### src/rtl/sle_pkg.sv
// Shared types, constants and tables of the sprite line evaluator
`default_nettype none

package sle_pkg;

  localparam int unsigned SPRITE_ENTRIES_DEF = 32;
  localparam int unsigned LINE_LIMIT_DEF     = 4;
  localparam int unsigned QUEUE_DEPTH_DEF    = 2;

  localparam int unsigned PADDR_W = 4;
  localparam int unsigned PDATA_W = 32;

  localparam logic [7:0] END_Y    = 8'hD0;
  localparam logic [7:0] WRAP_Y   = 8'hE0;
  localparam int unsigned EARLY_CLK_BIT = 7;
  localparam logic signed [8:0] EARLY_SHIFT = 9'sd32;
  localparam logic [8:0] DISPLAY_HEIGHT_RST = 9'd192;

  // Per sprite mode: 0 8x8, 1 8x8 zoomed, 2 16x16, 3 16x16 zoomed
  localparam logic [7:0] ROW_MASK  [4] = '{8'h07, 8'h07, 8'h0F, 8'h0F};
  localparam logic [7:0] NAME_KEEP [4] = '{8'hFF, 8'hFF, 8'hFC, 8'hFC};
  localparam logic       ROW_SHIFT [4] = '{1'b0, 1'b1, 1'b0, 1'b1};
  localparam logic [5:0] HEIGHT    [4] = '{6'd8, 6'd16, 6'd16, 6'd32};

  typedef enum logic [1:0] {
    REG_SPRITE_MODE    = 2'd0,
    REG_PATTERN_BASE   = 2'd1,
    REG_NO_LIMIT       = 2'd2,
    REG_DISPLAY_HEIGHT = 2'd3
  } sle_reg_e;

  typedef struct packed {
    logic [1:0]  sprite_mode;
    logic [13:0] pattern_base;
    logic        no_sprite_limit;
    logic [8:0]  display_height;
  } sle_cfg_t;

  // Classified entry handed from the front to the back
  typedef struct packed {
    logic       hit;
    logic [4:0] slot;
    logic       done;
    logic       status_valid;
    logic       overflow;
    logic [4:0] last_entry;
    logic [4:0] row_ofs;
    logic [7:0] attr_x;
    logic [7:0] attr_name;
    logic [7:0] attr_color;
  } sle_job_t;

  typedef struct packed {
    logic     push;
    sle_job_t job;
  } sle_push_t;

endpackage

`default_nettype wire

### src/rtl/sle_in_if.sv
// Input channel: one sprite attribute entry per word
`default_nettype none

interface sle_in_if;
  logic       valid;
  logic       ready;
  logic       first_of_line;
  logic [8:0] scan_line;
  logic [7:0] attr_y;
  logic [7:0] attr_x;
  logic [7:0] attr_name;
  logic [7:0] attr_color;

  modport source (
    output valid, first_of_line, scan_line, attr_y, attr_x, attr_name, attr_color,
    input  ready
  );
  modport sink (
    input  valid, first_of_line, scan_line, attr_y, attr_x, attr_name, attr_color,
    output ready
  );
endinterface

`default_nettype wire

### src/rtl/sle_out_if.sv
// Output channel: one evaluation result per word
`default_nettype none

interface sle_out_if;
  logic              valid;
  logic              ready;
  logic              sprite_hit;
  logic [4:0]        sprite_slot;
  logic signed [8:0] x_position;
  logic [7:0]        color_attr;
  logic [13:0]       pattern_address;
  logic              line_done;
  logic              overflow;
  logic [4:0]        last_entry;
  logic              status_valid;

  modport source (
    output valid, sprite_hit, sprite_slot, x_position, color_attr, pattern_address,
           line_done, overflow, last_entry, status_valid,
    input  ready
  );
  modport sink (
    input  valid, sprite_hit, sprite_slot, x_position, color_attr, pattern_address,
           line_done, overflow, last_entry, status_valid,
    output ready
  );
endinterface

`default_nettype wire

### src/rtl/sprite_line_evaluator.sv
// Top level of the sprite line evaluator: register port, front, queue and back
// Path: an accepted word is written into the queue, then loaded into the output register.
// Throughput: one attribute word per cycle; the front takes a new word while the
//   output register waits, until the two-entry queue is full.
// Reset: asynchronous active low; clears queue, output valid and line state (no
//   line active), and sets the registers to their defaults (display height 192).
`default_nettype none

module sprite_line_evaluator #(
  parameter int unsigned SPRITE_ENTRIES = sle_pkg::SPRITE_ENTRIES_DEF,
  parameter int unsigned LINE_LIMIT     = sle_pkg::LINE_LIMIT_DEF,
  parameter int unsigned QUEUE_DEPTH    = sle_pkg::QUEUE_DEPTH_DEF
) (
  input  wire logic                        clk_i,
  input  wire logic                        rst_ni,
  sle_in_if.sink                           in_i,
  sle_out_if.source                        out_o,
  input  wire logic                        psel,
  input  wire logic                        penable,
  input  wire logic                        pwrite,
  input  wire logic [sle_pkg::PADDR_W-1:0] paddr,
  input  wire logic [sle_pkg::PDATA_W-1:0] pwdata,
  output logic      [sle_pkg::PDATA_W-1:0] prdata,
  output logic                             pready
);

  sle_pkg::sle_cfg_t  cfg_q;
  sle_pkg::sle_reg_e  reg_sel;
  sle_pkg::sle_push_t push;
  sle_pkg::sle_job_t  head;
  logic               cfg_wr;
  logic               full;
  logic               empty;
  logic               pop;

  // Register port: zero wait states, word-aligned decode on the upper address bits
  assign pready  = 1'b1;
  assign cfg_wr  = psel && penable && pwrite;
  assign reg_sel = sle_pkg::sle_reg_e'(paddr[3:2]);

  always_ff @(posedge clk_i or negedge rst_ni) begin
    if (!rst_ni) begin
      cfg_q.sprite_mode     <= 2'd0;
      cfg_q.pattern_base    <= 14'd0;
      cfg_q.no_sprite_limit <= 1'b0;
      cfg_q.display_height  <= sle_pkg::DISPLAY_HEIGHT_RST;
    end else if (cfg_wr) begin
      case (reg_sel)
        sle_pkg::REG_SPRITE_MODE:    cfg_q.sprite_mode     <= pwdata[1:0];
        sle_pkg::REG_PATTERN_BASE:   cfg_q.pattern_base    <= pwdata[13:0];
        sle_pkg::REG_NO_LIMIT:       cfg_q.no_sprite_limit <= pwdata[0];
        sle_pkg::REG_DISPLAY_HEIGHT: cfg_q.display_height  <= pwdata[8:0];
        default: ;
      endcase
    end
  end

  always_comb begin
    case (reg_sel)
      sle_pkg::REG_SPRITE_MODE:    prdata = 32'(cfg_q.sprite_mode);
      sle_pkg::REG_PATTERN_BASE:   prdata = 32'(cfg_q.pattern_base);
      sle_pkg::REG_NO_LIMIT:       prdata = 32'(cfg_q.no_sprite_limit);
      sle_pkg::REG_DISPLAY_HEIGHT: prdata = 32'(cfg_q.display_height);
      default:                     prdata = '0;
    endcase
  end

  // Front: line tracking (found count, entry index, line closed) and
  // classification of each word into hit, miss, end of list, overflow,
  // off-screen or ignored; advance state on every accepted word.
  sle_front #(
    .SPRITE_ENTRIES (SPRITE_ENTRIES),
    .LINE_LIMIT     (LINE_LIMIT)
  ) u_front (
    .clk_i  (clk_i),
    .rst_ni (rst_ni),
    .in_i   (in_i),
    .cfg_i  (cfg_q),
    .full_i (full),
    .push_o (push)
  );

  // Queue: decouple classification from result formation so either side
  // may stall on its own.
  sle_queue #(
    .DEPTH (QUEUE_DEPTH)
  ) u_queue (
    .clk_i   (clk_i),
    .rst_ni  (rst_ni),
    .push_i  (push),
    .full_o  (full),
    .pop_i   (pop),
    .data_o  (head),
    .empty_o (empty)
  );

  // Back: build the pattern row address and X start, hold the result
  // in the output register until the consumer takes it.
  sle_back u_back (
    .clk_i   (clk_i),
    .rst_ni  (rst_ni),
    .cfg_i   (cfg_q),
    .job_i   (head),
    .empty_i (empty),
    .pop_o   (pop),
    .out_o   (out_o)
  );

endmodule

`default_nettype wire

### src/rtl/sle_front.sv
// Front end: accepts attribute entries, tracks line state, classifies each entry
`default_nettype none

module sle_front #(
  parameter int unsigned SPRITE_ENTRIES = sle_pkg::SPRITE_ENTRIES_DEF,
  parameter int unsigned LINE_LIMIT     = sle_pkg::LINE_LIMIT_DEF
) (
  input  wire logic             clk_i,
  input  wire logic             rst_ni,
  sle_in_if.sink                in_i,
  input  wire sle_pkg::sle_cfg_t cfg_i,
  input  wire logic             full_i,
  output sle_pkg::sle_push_t    push_o
);

  localparam int unsigned CNT_W = $clog2(SPRITE_ENTRIES + 1);

  logic [CNT_W-1:0] found_q, found_d, found_eff;
  logic [CNT_W-1:0] idx_q, idx_d, idx_eff, idx_inc;
  logic             closed_q, closed_d, closed_eff;
  logic             push;
  logic signed [9:0]  y_pos;
  logic signed [10:0] diff;
  logic             covered;
  logic             at_limit;
  sle_pkg::sle_job_t job;

  assign in_i.ready = !full_i;
  assign push       = in_i.valid && !full_i;

  always_comb begin
    found_eff  = in_i.first_of_line ? '0 : found_q;
    idx_eff    = in_i.first_of_line ? '0 : idx_q;
    closed_eff = in_i.first_of_line ? 1'b0 : closed_q;
    idx_inc    = idx_eff + 1'b1;

    // Y above the wrap point stands for a position above the top edge
    y_pos = (in_i.attr_y > sle_pkg::WRAP_Y) ? $signed({2'b11, in_i.attr_y})
                                            : $signed({2'b00, in_i.attr_y});
    diff  = $signed({2'b00, in_i.scan_line}) - $signed({y_pos[9], y_pos});
    covered = !diff[10] &&
              (diff[9:0] < 10'(sle_pkg::HEIGHT[cfg_i.sprite_mode]));
    at_limit = (32'(found_eff) >= LINE_LIMIT) && !cfg_i.no_sprite_limit;

    job = '0;
    job.row_ofs    = diff[4:0];
    job.attr_x     = in_i.attr_x;
    job.attr_name  = in_i.attr_name;
    job.attr_color = in_i.attr_color;

    found_d  = found_eff;
    idx_d    = idx_eff;
    closed_d = closed_eff;

    if (!closed_eff) begin
      if (in_i.scan_line >= cfg_i.display_height) begin
        // Off-screen line: close without touching status
        job.done = 1'b1;
        closed_d = 1'b1;
      end else if (in_i.attr_y == sle_pkg::END_Y) begin
        job.done         = 1'b1;
        job.status_valid = 1'b1;
        job.last_entry   = 5'(idx_eff);
        closed_d         = 1'b1;
      end else if (covered && at_limit) begin
        job.done         = 1'b1;
        job.status_valid = 1'b1;
        job.overflow     = 1'b1;
        job.last_entry   = 5'(idx_eff);
        closed_d         = 1'b1;
      end else begin
        if (covered) begin
          job.hit = 1'b1;
          job.slot = 5'(found_eff);
          found_d = found_eff + 1'b1;
        end
        idx_d = idx_inc;
        if (idx_inc == CNT_W'(SPRITE_ENTRIES)) begin
          job.done         = 1'b1;
          job.status_valid = 1'b1;
          job.last_entry   = 5'(idx_inc);
          closed_d         = 1'b1;
        end
      end
    end
  end

  assign push_o.push = push;
  assign push_o.job  = job;

  always_ff @(posedge clk_i or negedge rst_ni) begin
    if (!rst_ni) begin
      found_q  <= '0;
      idx_q    <= '0;
      closed_q <= 1'b1;
    end else if (push) begin
      found_q  <= found_d;
      idx_q    <= idx_d;
      closed_q <= closed_d;
    end
  end

endmodule

`default_nettype wire

### src/rtl/sle_queue.sv
// Small FIFO of classified entries between front and back
`default_nettype none

module sle_queue #(
  parameter int unsigned DEPTH = sle_pkg::QUEUE_DEPTH_DEF
) (
  input  wire logic               clk_i,
  input  wire logic               rst_ni,
  input  wire sle_pkg::sle_push_t push_i,
  output logic                    full_o,
  input  wire logic               pop_i,
  output sle_pkg::sle_job_t       data_o,
  output logic                    empty_o
);

  localparam int unsigned PTR_W = (DEPTH > 1) ? $clog2(DEPTH) : 1;
  localparam int unsigned CNT_W = $clog2(DEPTH + 1);

  sle_pkg::sle_job_t mem_q [DEPTH];
  logic [PTR_W-1:0]  wr_ptr_q, rd_ptr_q;
  logic [CNT_W-1:0]  count_q;
  logic              do_push, do_pop;

  assign full_o  = (count_q == CNT_W'(DEPTH));
  assign empty_o = (count_q == '0);
  assign do_push = push_i.push && !full_o;
  assign do_pop  = pop_i && !empty_o;
  assign data_o  = mem_q[rd_ptr_q];

  always_ff @(posedge clk_i) begin
    if (do_push) begin
      mem_q[wr_ptr_q] <= push_i.job;
    end
  end

  always_ff @(posedge clk_i or negedge rst_ni) begin
    if (!rst_ni) begin
      wr_ptr_q <= '0;
      rd_ptr_q <= '0;
      count_q  <= '0;
    end else begin
      if (do_push) begin
        wr_ptr_q <= (wr_ptr_q == PTR_W'(DEPTH - 1)) ? '0 : wr_ptr_q + 1'b1;
      end
      if (do_pop) begin
        rd_ptr_q <= (rd_ptr_q == PTR_W'(DEPTH - 1)) ? '0 : rd_ptr_q + 1'b1;
      end
      if (do_push && !do_pop) begin
        count_q <= count_q + 1'b1;
      end else if (do_pop && !do_push) begin
        count_q <= count_q - 1'b1;
      end
    end
  end

endmodule

`default_nettype wire

### src/rtl/sle_back.sv
// Back end: forms pattern address and X start, holds the output register
`default_nettype none

module sle_back (
  input  wire logic              clk_i,
  input  wire logic              rst_ni,
  input  wire sle_pkg::sle_cfg_t cfg_i,
  input  wire sle_pkg::sle_job_t job_i,
  input  wire logic              empty_i,
  output logic                   pop_o,
  sle_out_if.source              out_o
);

  logic              out_valid_q;
  logic              load;
  logic [7:0]        name_v;
  logic [4:0]        row_v;
  logic [13:0]       addr_v;
  logic signed [8:0] x_v;

  assign load  = !empty_i && (!out_valid_q || out_o.ready);
  assign pop_o = load;

  always_comb begin
    name_v = job_i.attr_name & sle_pkg::NAME_KEEP[cfg_i.sprite_mode];
    row_v  = (job_i.row_ofs >> sle_pkg::ROW_SHIFT[cfg_i.sprite_mode]) &
             sle_pkg::ROW_MASK[cfg_i.sprite_mode][4:0];
    // Lower half of a 16-pixel sprite lives in the next name
    if (row_v[3]) begin
      name_v[0] = 1'b1;
    end
    addr_v = cfg_i.pattern_base | {3'b000, name_v[7:0], row_v[2:0]};
    x_v    = $signed({1'b0, job_i.attr_x}) -
             (job_i.attr_color[sle_pkg::EARLY_CLK_BIT] ? sle_pkg::EARLY_SHIFT : 9'sd0);
  end

  always_ff @(posedge clk_i or negedge rst_ni) begin
    if (!rst_ni) begin
      out_valid_q <= 1'b0;
    end else if (load) begin
      out_valid_q <= 1'b1;
    end else if (out_o.ready) begin
      out_valid_q <= 1'b0;
    end
  end

  always_ff @(posedge clk_i) begin
    if (load) begin
      out_o.sprite_hit      <= job_i.hit;
      out_o.sprite_slot     <= job_i.hit ? job_i.slot : 5'd0;
      out_o.x_position      <= job_i.hit ? x_v : 9'sd0;
      out_o.color_attr      <= job_i.hit ? job_i.attr_color : 8'd0;
      out_o.pattern_address <= job_i.hit ? addr_v : 14'd0;
      out_o.line_done       <= job_i.done;
      out_o.overflow        <= job_i.overflow;
      out_o.last_entry      <= job_i.last_entry;
      out_o.status_valid    <= job_i.status_valid;
    end
  end

  assign out_o.valid = out_valid_q;

endmodule

`default_nettype wire

### src/flat_wrapper.sv
// flat-port wrapper written by rule: the top's interface ports become plain ports
module sprite_line_evaluator_flat 
#(
  parameter int unsigned SPRITE_ENTRIES = sle_pkg::SPRITE_ENTRIES_DEF,
  parameter int unsigned LINE_LIMIT     = sle_pkg::LINE_LIMIT_DEF,
  parameter int unsigned QUEUE_DEPTH    = sle_pkg::QUEUE_DEPTH_DEF
)
  (clk_i, rst_ni, psel, penable, pwrite, paddr, pwdata, prdata, pready, in_i_valid, in_i_first_of_line, in_i_scan_line, in_i_attr_y, in_i_attr_x, in_i_attr_name, in_i_attr_color, in_i_ready, out_o_valid, out_o_sprite_hit, out_o_sprite_slot, out_o_x_position, out_o_color_attr, out_o_pattern_address, out_o_line_done, out_o_overflow, out_o_last_entry, out_o_status_valid, out_o_ready);
  sle_in_if in_i_i ();
  sle_out_if out_o_i ();
  input  wire logic clk_i;
  input  wire logic rst_ni;
  input  wire logic psel;
  input  wire logic penable;
  input  wire logic pwrite;
  input  wire logic [sle_pkg::PADDR_W-1:0] paddr;
  input  wire logic [sle_pkg::PDATA_W-1:0] pwdata;
  output logic      [sle_pkg::PDATA_W-1:0] prdata;
  output logic pready;
  input wire logic [$bits(in_i_i.valid)-1:0] in_i_valid;
  input wire logic [$bits(in_i_i.first_of_line)-1:0] in_i_first_of_line;
  input wire logic [$bits(in_i_i.scan_line)-1:0] in_i_scan_line;
  input wire logic [$bits(in_i_i.attr_y)-1:0] in_i_attr_y;
  input wire logic [$bits(in_i_i.attr_x)-1:0] in_i_attr_x;
  input wire logic [$bits(in_i_i.attr_name)-1:0] in_i_attr_name;
  input wire logic [$bits(in_i_i.attr_color)-1:0] in_i_attr_color;
  output wire logic [$bits(in_i_i.ready)-1:0] in_i_ready;
  output wire logic [$bits(out_o_i.valid)-1:0] out_o_valid;
  output wire logic [$bits(out_o_i.sprite_hit)-1:0] out_o_sprite_hit;
  output wire logic [$bits(out_o_i.sprite_slot)-1:0] out_o_sprite_slot;
  output wire logic [$bits(out_o_i.x_position)-1:0] out_o_x_position;
  output wire logic [$bits(out_o_i.color_attr)-1:0] out_o_color_attr;
  output wire logic [$bits(out_o_i.pattern_address)-1:0] out_o_pattern_address;
  output wire logic [$bits(out_o_i.line_done)-1:0] out_o_line_done;
  output wire logic [$bits(out_o_i.overflow)-1:0] out_o_overflow;
  output wire logic [$bits(out_o_i.last_entry)-1:0] out_o_last_entry;
  output wire logic [$bits(out_o_i.status_valid)-1:0] out_o_status_valid;
  input wire logic [$bits(out_o_i.ready)-1:0] out_o_ready;
  assign in_i_i.valid = in_i_valid;
  assign in_i_i.first_of_line = in_i_first_of_line;
  assign in_i_i.scan_line = in_i_scan_line;
  assign in_i_i.attr_y = in_i_attr_y;
  assign in_i_i.attr_x = in_i_attr_x;
  assign in_i_i.attr_name = in_i_attr_name;
  assign in_i_i.attr_color = in_i_attr_color;
  assign in_i_ready = in_i_i.ready;
  assign out_o_valid = out_o_i.valid;
  assign out_o_sprite_hit = out_o_i.sprite_hit;
  assign out_o_sprite_slot = out_o_i.sprite_slot;
  assign out_o_x_position = out_o_i.x_position;
  assign out_o_color_attr = out_o_i.color_attr;
  assign out_o_pattern_address = out_o_i.pattern_address;
  assign out_o_line_done = out_o_i.line_done;
  assign out_o_overflow = out_o_i.overflow;
  assign out_o_last_entry = out_o_i.last_entry;
  assign out_o_status_valid = out_o_i.status_valid;
  assign out_o_i.ready = out_o_ready;
  sprite_line_evaluator #(.SPRITE_ENTRIES(SPRITE_ENTRIES), .LINE_LIMIT(LINE_LIMIT), .QUEUE_DEPTH(QUEUE_DEPTH)) u_core (.clk_i(clk_i), .rst_ni(rst_ni), .in_i(in_i_i), .out_o(out_o_i), .psel(psel), .penable(penable), .pwrite(pwrite), .paddr(paddr), .pwdata(pwdata), .prdata(prdata), .pready(pready));
endmodule
### config.mk
export PLATFORM = sky130hd
export DESIGN_NAME = sprite_line_evaluator_flat
export DESIGN_NICKNAME = d
export VERILOG_FILES = /design/src/rtl/sle_pkg.sv /design/src/rtl/sle_in_if.sv /design/src/rtl/sle_out_if.sv /design/src/rtl/sprite_line_evaluator.sv /design/src/rtl/sle_front.sv /design/src/rtl/sle_queue.sv /design/src/rtl/sle_back.sv /design/src/flat_wrapper.sv
export SDC_FILE = /design/constraint.sdc
export NUM_CORES = 1
export LEC_CHECK = 0
export BUFFER_PORTS_ARGS = -buffer_cell sky130_fd_sc_hd__buf_2
export CORE_MARGIN = 2
export CORE_UTILIZATION = 50
export CTS_CLUSTER_DIAMETER = 40
export DETAILED_ROUTE_END_ITERATION = 10
export GPL_TIMING_DRIVEN = 0
export PLACE_DENSITY = 0.74
export SETUP_SLACK_MARGIN = 0.4
export SYNTH_ARGS = -nofsm -noshare
export SYNTH_HDL_FRONTEND = slang
export SYNTH_SLANG_ARGS = --single-unit
### constraint.sdc
create_clock -name clk_i -period 4.7 [get_ports clk_i]
set_input_delay 0.705 -clock clk_i [delete_from_list [all_inputs] [get_ports clk_i]]
set_output_delay 0.705 -clock clk_i [all_outputs]
set_load 0.01 [all_outputs]
==> impl_metrics.env <==
export IMPL_outcome="completed"
export IMPL_gp_congestion=0.8630
export IMPL_fin_crit_ns=3.965
export IMPL_ys_seq_area_frac=0.6068
export IMPL_avgViaCountPerCell=5.310
export IMPL_synth_area_top_cells="edfxtp_1 (47%), dfrtp_1 (12%), mux2_2 (4.9%)"
export IMPL_cts_tree="yes"
export IMPL_clockBufferDepth=2
export IMPL_holdBufCountCts=0
export IMPL_crit_type="input port to flip-flop"
export IMPL_power_share_switching=0.3076
export IMPL_utilization=0.6063
export IMPL_overflow=0
export IMPL_timing_max_cap_violations=0
export IMPL_r2r_start="u_core.u_queue.rd_ptr_q$_DFFE_PN0P_"
export IMPL_syn_to_final_growth_pct=19.80
export IMPL_die_w_um=132.9
export IMPL_worst_pin_slew_ns=1.026
export IMPL_drt_iter0_drc=418
export IMPL_hold_viol_final=0
export IMPL_combPwrFrac=0.287
export IMPL_drive_gt1_frac=0.2903
export IMPL_p_seq_frac=0.448
export IMPL_antenna_found_initial=1
export IMPL_grt_max_degree=45
export IMPL_leakagePower_nw=4.232
export IMPL_synthesis_instances=630
export IMPL_finalSetupViolations=0
export IMPL_clock_sinks=175
export IMPL_cp_top_family="simple AND/OR/NAND/NOR gates"
export IMPL_vdd_ir_drop_max_v=0.0003182
export IMPL_synth_avg_cell_area_um2=13.18
export IMPL_synth_top_area_frac=0.4737
export IMPL_p_clk_frac=0.265
export IMPL_fmax_ghz=0.2522
export IMPL_timing_final_max_slew_violations=0
export IMPL_portBuffers=124
export IMPL_path_cells="buf_2 -> or4_4 -> o2111a_2 -> inv_1 -> ha_1 -> nor2b_1 -> and4_1 -> a21oi_1 -> mux2_4 -> or2_4 -> and4b_1 -> buf_6 -> nor2_4 -> nor4b_1"
export IMPL_cp_buffers_inverters=3
export IMPL_cts_setup_buffers=0
export IMPL_yosys_warnings=0
export IMPL_ant_nets=0
export IMPL_start_util=0.5061
export IMPL_setup_worst_path_end="u_core.u_queue.mem_q[1][31]$_DFFE_PP_"
export IMPL_clkLatencyLatePin_ns=0.43
export IMPL_rrSetupSlack_ns=1.40
export IMPL_synth_top_area_cell="edfxtp_1"
export IMPL_p_int_mw=3.768
export IMPL_firstDrtPassIters=8
export IMPL_r2r_worst_path_cells=8
export IMPL_grt_pass1_wl_um=28380
export IMPL_cts_resized=0
export IMPL_synth_edf_count=131
export IMPL_slowest_delay_ns=0.58
export IMPL_worstPathArrival_ns=4.13
export IMPL_p_sw_mw=1.674
export IMPL_rsz0062_at_grt="false"
export IMPL_track_usage=0.2057
export IMPL_htree_levels=4
export IMPL_power_density_nw_per_um2=547.0
export IMPL_slew_headroom=0.3162
export IMPL_cts_root_buf="clkbuf_16"
export IMPL_synth_area_um2=8304
export IMPL_rows=47
export IMPL_crit_path_start_kind="input port"
export IMPL_post_route_period_util=0.8437
export IMPL_worst_path_stages=14
export IMPL_required_ns=4.86
export IMPL_drt_total_wl_um=17500
export IMPL_crit_path_max_fanout=9
export IMPL_crit_path_end_kind="flip-flop"
export IMPL_die_area_um2=17660
export IMPL_slowest_stage="or4_4"
export IMPL_ys_ff_latch=175
export IMPL_critical_path_startpoint="in_i_attr_y[1]"
export IMPL_dpl_hpwl_um=12740
export IMPL_synth_async_reset_ratio=0.2514
export IMPL_layout_nets=910
export IMPL_yosysMostFrequentCell="edfxtp_1"
export IMPL_skew_ns=0.01148
export IMPL_wl_per_cell_um=17.04
export IMPL_cts_clk_slew_worst_paths_ns=0.06
export IMPL_core_um2=16410
export IMPL_drc=0
export IMPL_hp_class="input port to asynchronous set/reset pin"
export IMPL_setup_tns_ns=0
export IMPL_pin_count=165
export IMPL_via_count=5453
export IMPL_synth_top_cells_by_count="edfxtp_1 (131), nor2_1 (59), dfrtp_1 (41)"
export IMPL_die_h_um=132.9
export IMPL_cts_buffers=17
export IMPL_synth_cell_types=65
export IMPL_grt_pass1_vias=5546
export IMPL_timing_rr_end="u_core.u_back.out_o.x_position[7]$_SDFFCE_PN0P_"
export IMPL_ys_flop_type="edfxtp_1"
-- how the worst min path moves through the flow --
| stage | to | startpoint | slack [ns] |
|---|---|---|---|
| after floorplan | u_core.cfg_q[0]$_DFFE_PN0P_ | rst_ni | 0.41 |
| after global placement | u_core.u_queue.wr_ptr_q$_DFFE_PN0P_ | u_core.u_queue.wr_ptr_q$_DFFE_PN0P_ | 0.48 |
| after detailed placement | u_core.u_back.out_o.valid$_DFFE_PN0P_ | u_core.u_back.out_o.valid$_DFFE_PN0P_ | 0.50 |
| after CTS | u_core.u_queue.mem_q[0][4]$_DFFE_PP_ | in_i_attr_color[4] | 0.45 |
| after global routing | u_core.u_queue.mem_q[0][4]$_DFFE_PP_ | in_i_attr_color[4] | 0.45 |
| final | u_core.cfg_q[1]$_DFFE_PN0P_ | rst_ni | 0.46 |
-- registers in the layout, indices dropped and copies added, names as in the netlist, 2 cells and up --
register and count:
u_core.u_back.out_o.x_position 9, u_core.u_back.out_o.pattern_address 14, u_core.u_front.found_q 6, u_core.u_back.out_o.last_entry 5, u_core.u_queue.count_q 2, u_core.u_back.out_o.color_attr 8
u_core.u_queue.mem_q 86, u_core.u_back.out_o.sprite_slot 5, u_core.cfg_q 26, u_core.u_front.idx_q 6
-- cell families (layout without fill, tap and decap cells) --
kind of cell | count (synthesis) | after routing | share of synthesized area
simple gates | 191 | 191 | 0.1257
flops | 175 | 175 | 0.6067
mux | 75 | 75 | 0.1040
buf+inv | 74 | 233 | 0.04309
compound gates | 67 | 67 | 0.05575
fa+ha+maj | 32 | 32 | 0.04912
xor+xnor | 14 | 14 | 0.01477
other cells | 2 | 20 | 0.0009044
-- power groups by stage --
stage               sequential (mW)  combinational [mW]  clock (mW)
finish                         2.44                1.56        1.44
global route                   2.48                1.72        1.52
CTS                            2.44                1.59        1.45
detailed placement             2.46                1.58           0
global placement               2.46                1.48           0
floorplan                      2.53               0.904           0
-- layer usage --
metal,GRT usage,up-vias,wire length [µm]
li1,-,2605,-
met1,0.2645,2695,7653
met2,0.3460,137,8853
met3,0.04904,16,738
met4,0.06631,0,252
met5,0,-,0
-- layout by cell type, fill, tap and decap left out, types with 9 or more instances in the layout --
cell / instances
a21oi_1: 14
and2_1: 10
buf_2: 125
buf_4: 19
clkbuf_1: 18
clkbuf_16: 17
conb_1: 19
dfrtp_1: 41
edfxtp_1: 131
ha_1: 31
inv_1: 33
mux2_2: 36
mux2i_1: 33
nand2_1: 24
nand2b_1: 12
nand3_1: 13
nor2_1: 58
nor2b_1: 24
o21ai_0: 13
xnor2_1: 9
-- through the flow --
| step | cells | cell area [µm²] | worst slack [ns] | hold slack [ns] | power [mW] |
|---|---|---|---|---|---|
| after floorplan | 647 | 8368 | 0.9149 | 0.4094 | 3.435 |
| after global placement | 991 | 9264 | -0.03731 | 0.4793 | 3.941 |
| after detailed placement | 994 | 9340 | 0.3425 | 0.4960 | 4.046 |
| after CTS | 1026 | 9946 | 0.7782 | 0.4503 | 5.479 |
| after global routing | 1027 | 9948 | 0.4473 | 0.4488 | 5.721 |
| final | 1027 | 9948 | 0.7348 | 0.4602 | 5.442 |
-- cell type report --
cell class                 count  area, µm²
clock inverter                12      168.9
fill                        1282       6459
clock buffer                  20      436.7
buffer                        40      230.2
multi-input combinational    398       2980
timing repair buffer         127      688.2
antenna                        1      2.502
inverter                      34      127.6
tap                          220      275.3
sequential                   175       5039
-- worst register-to-register path, cell delays in order, from the launching register on --
cell,delay (ns)
dfrtp_1,0.47
clkbuf_1,0.61
buf_1,0.57
clkbuf_1,0.58
mux2i_1,0.26
ha_1,0.19
ha_1,0.16
xor2_1,0.14
nor2_1,0.05
(Power assumes the default switching activity.)
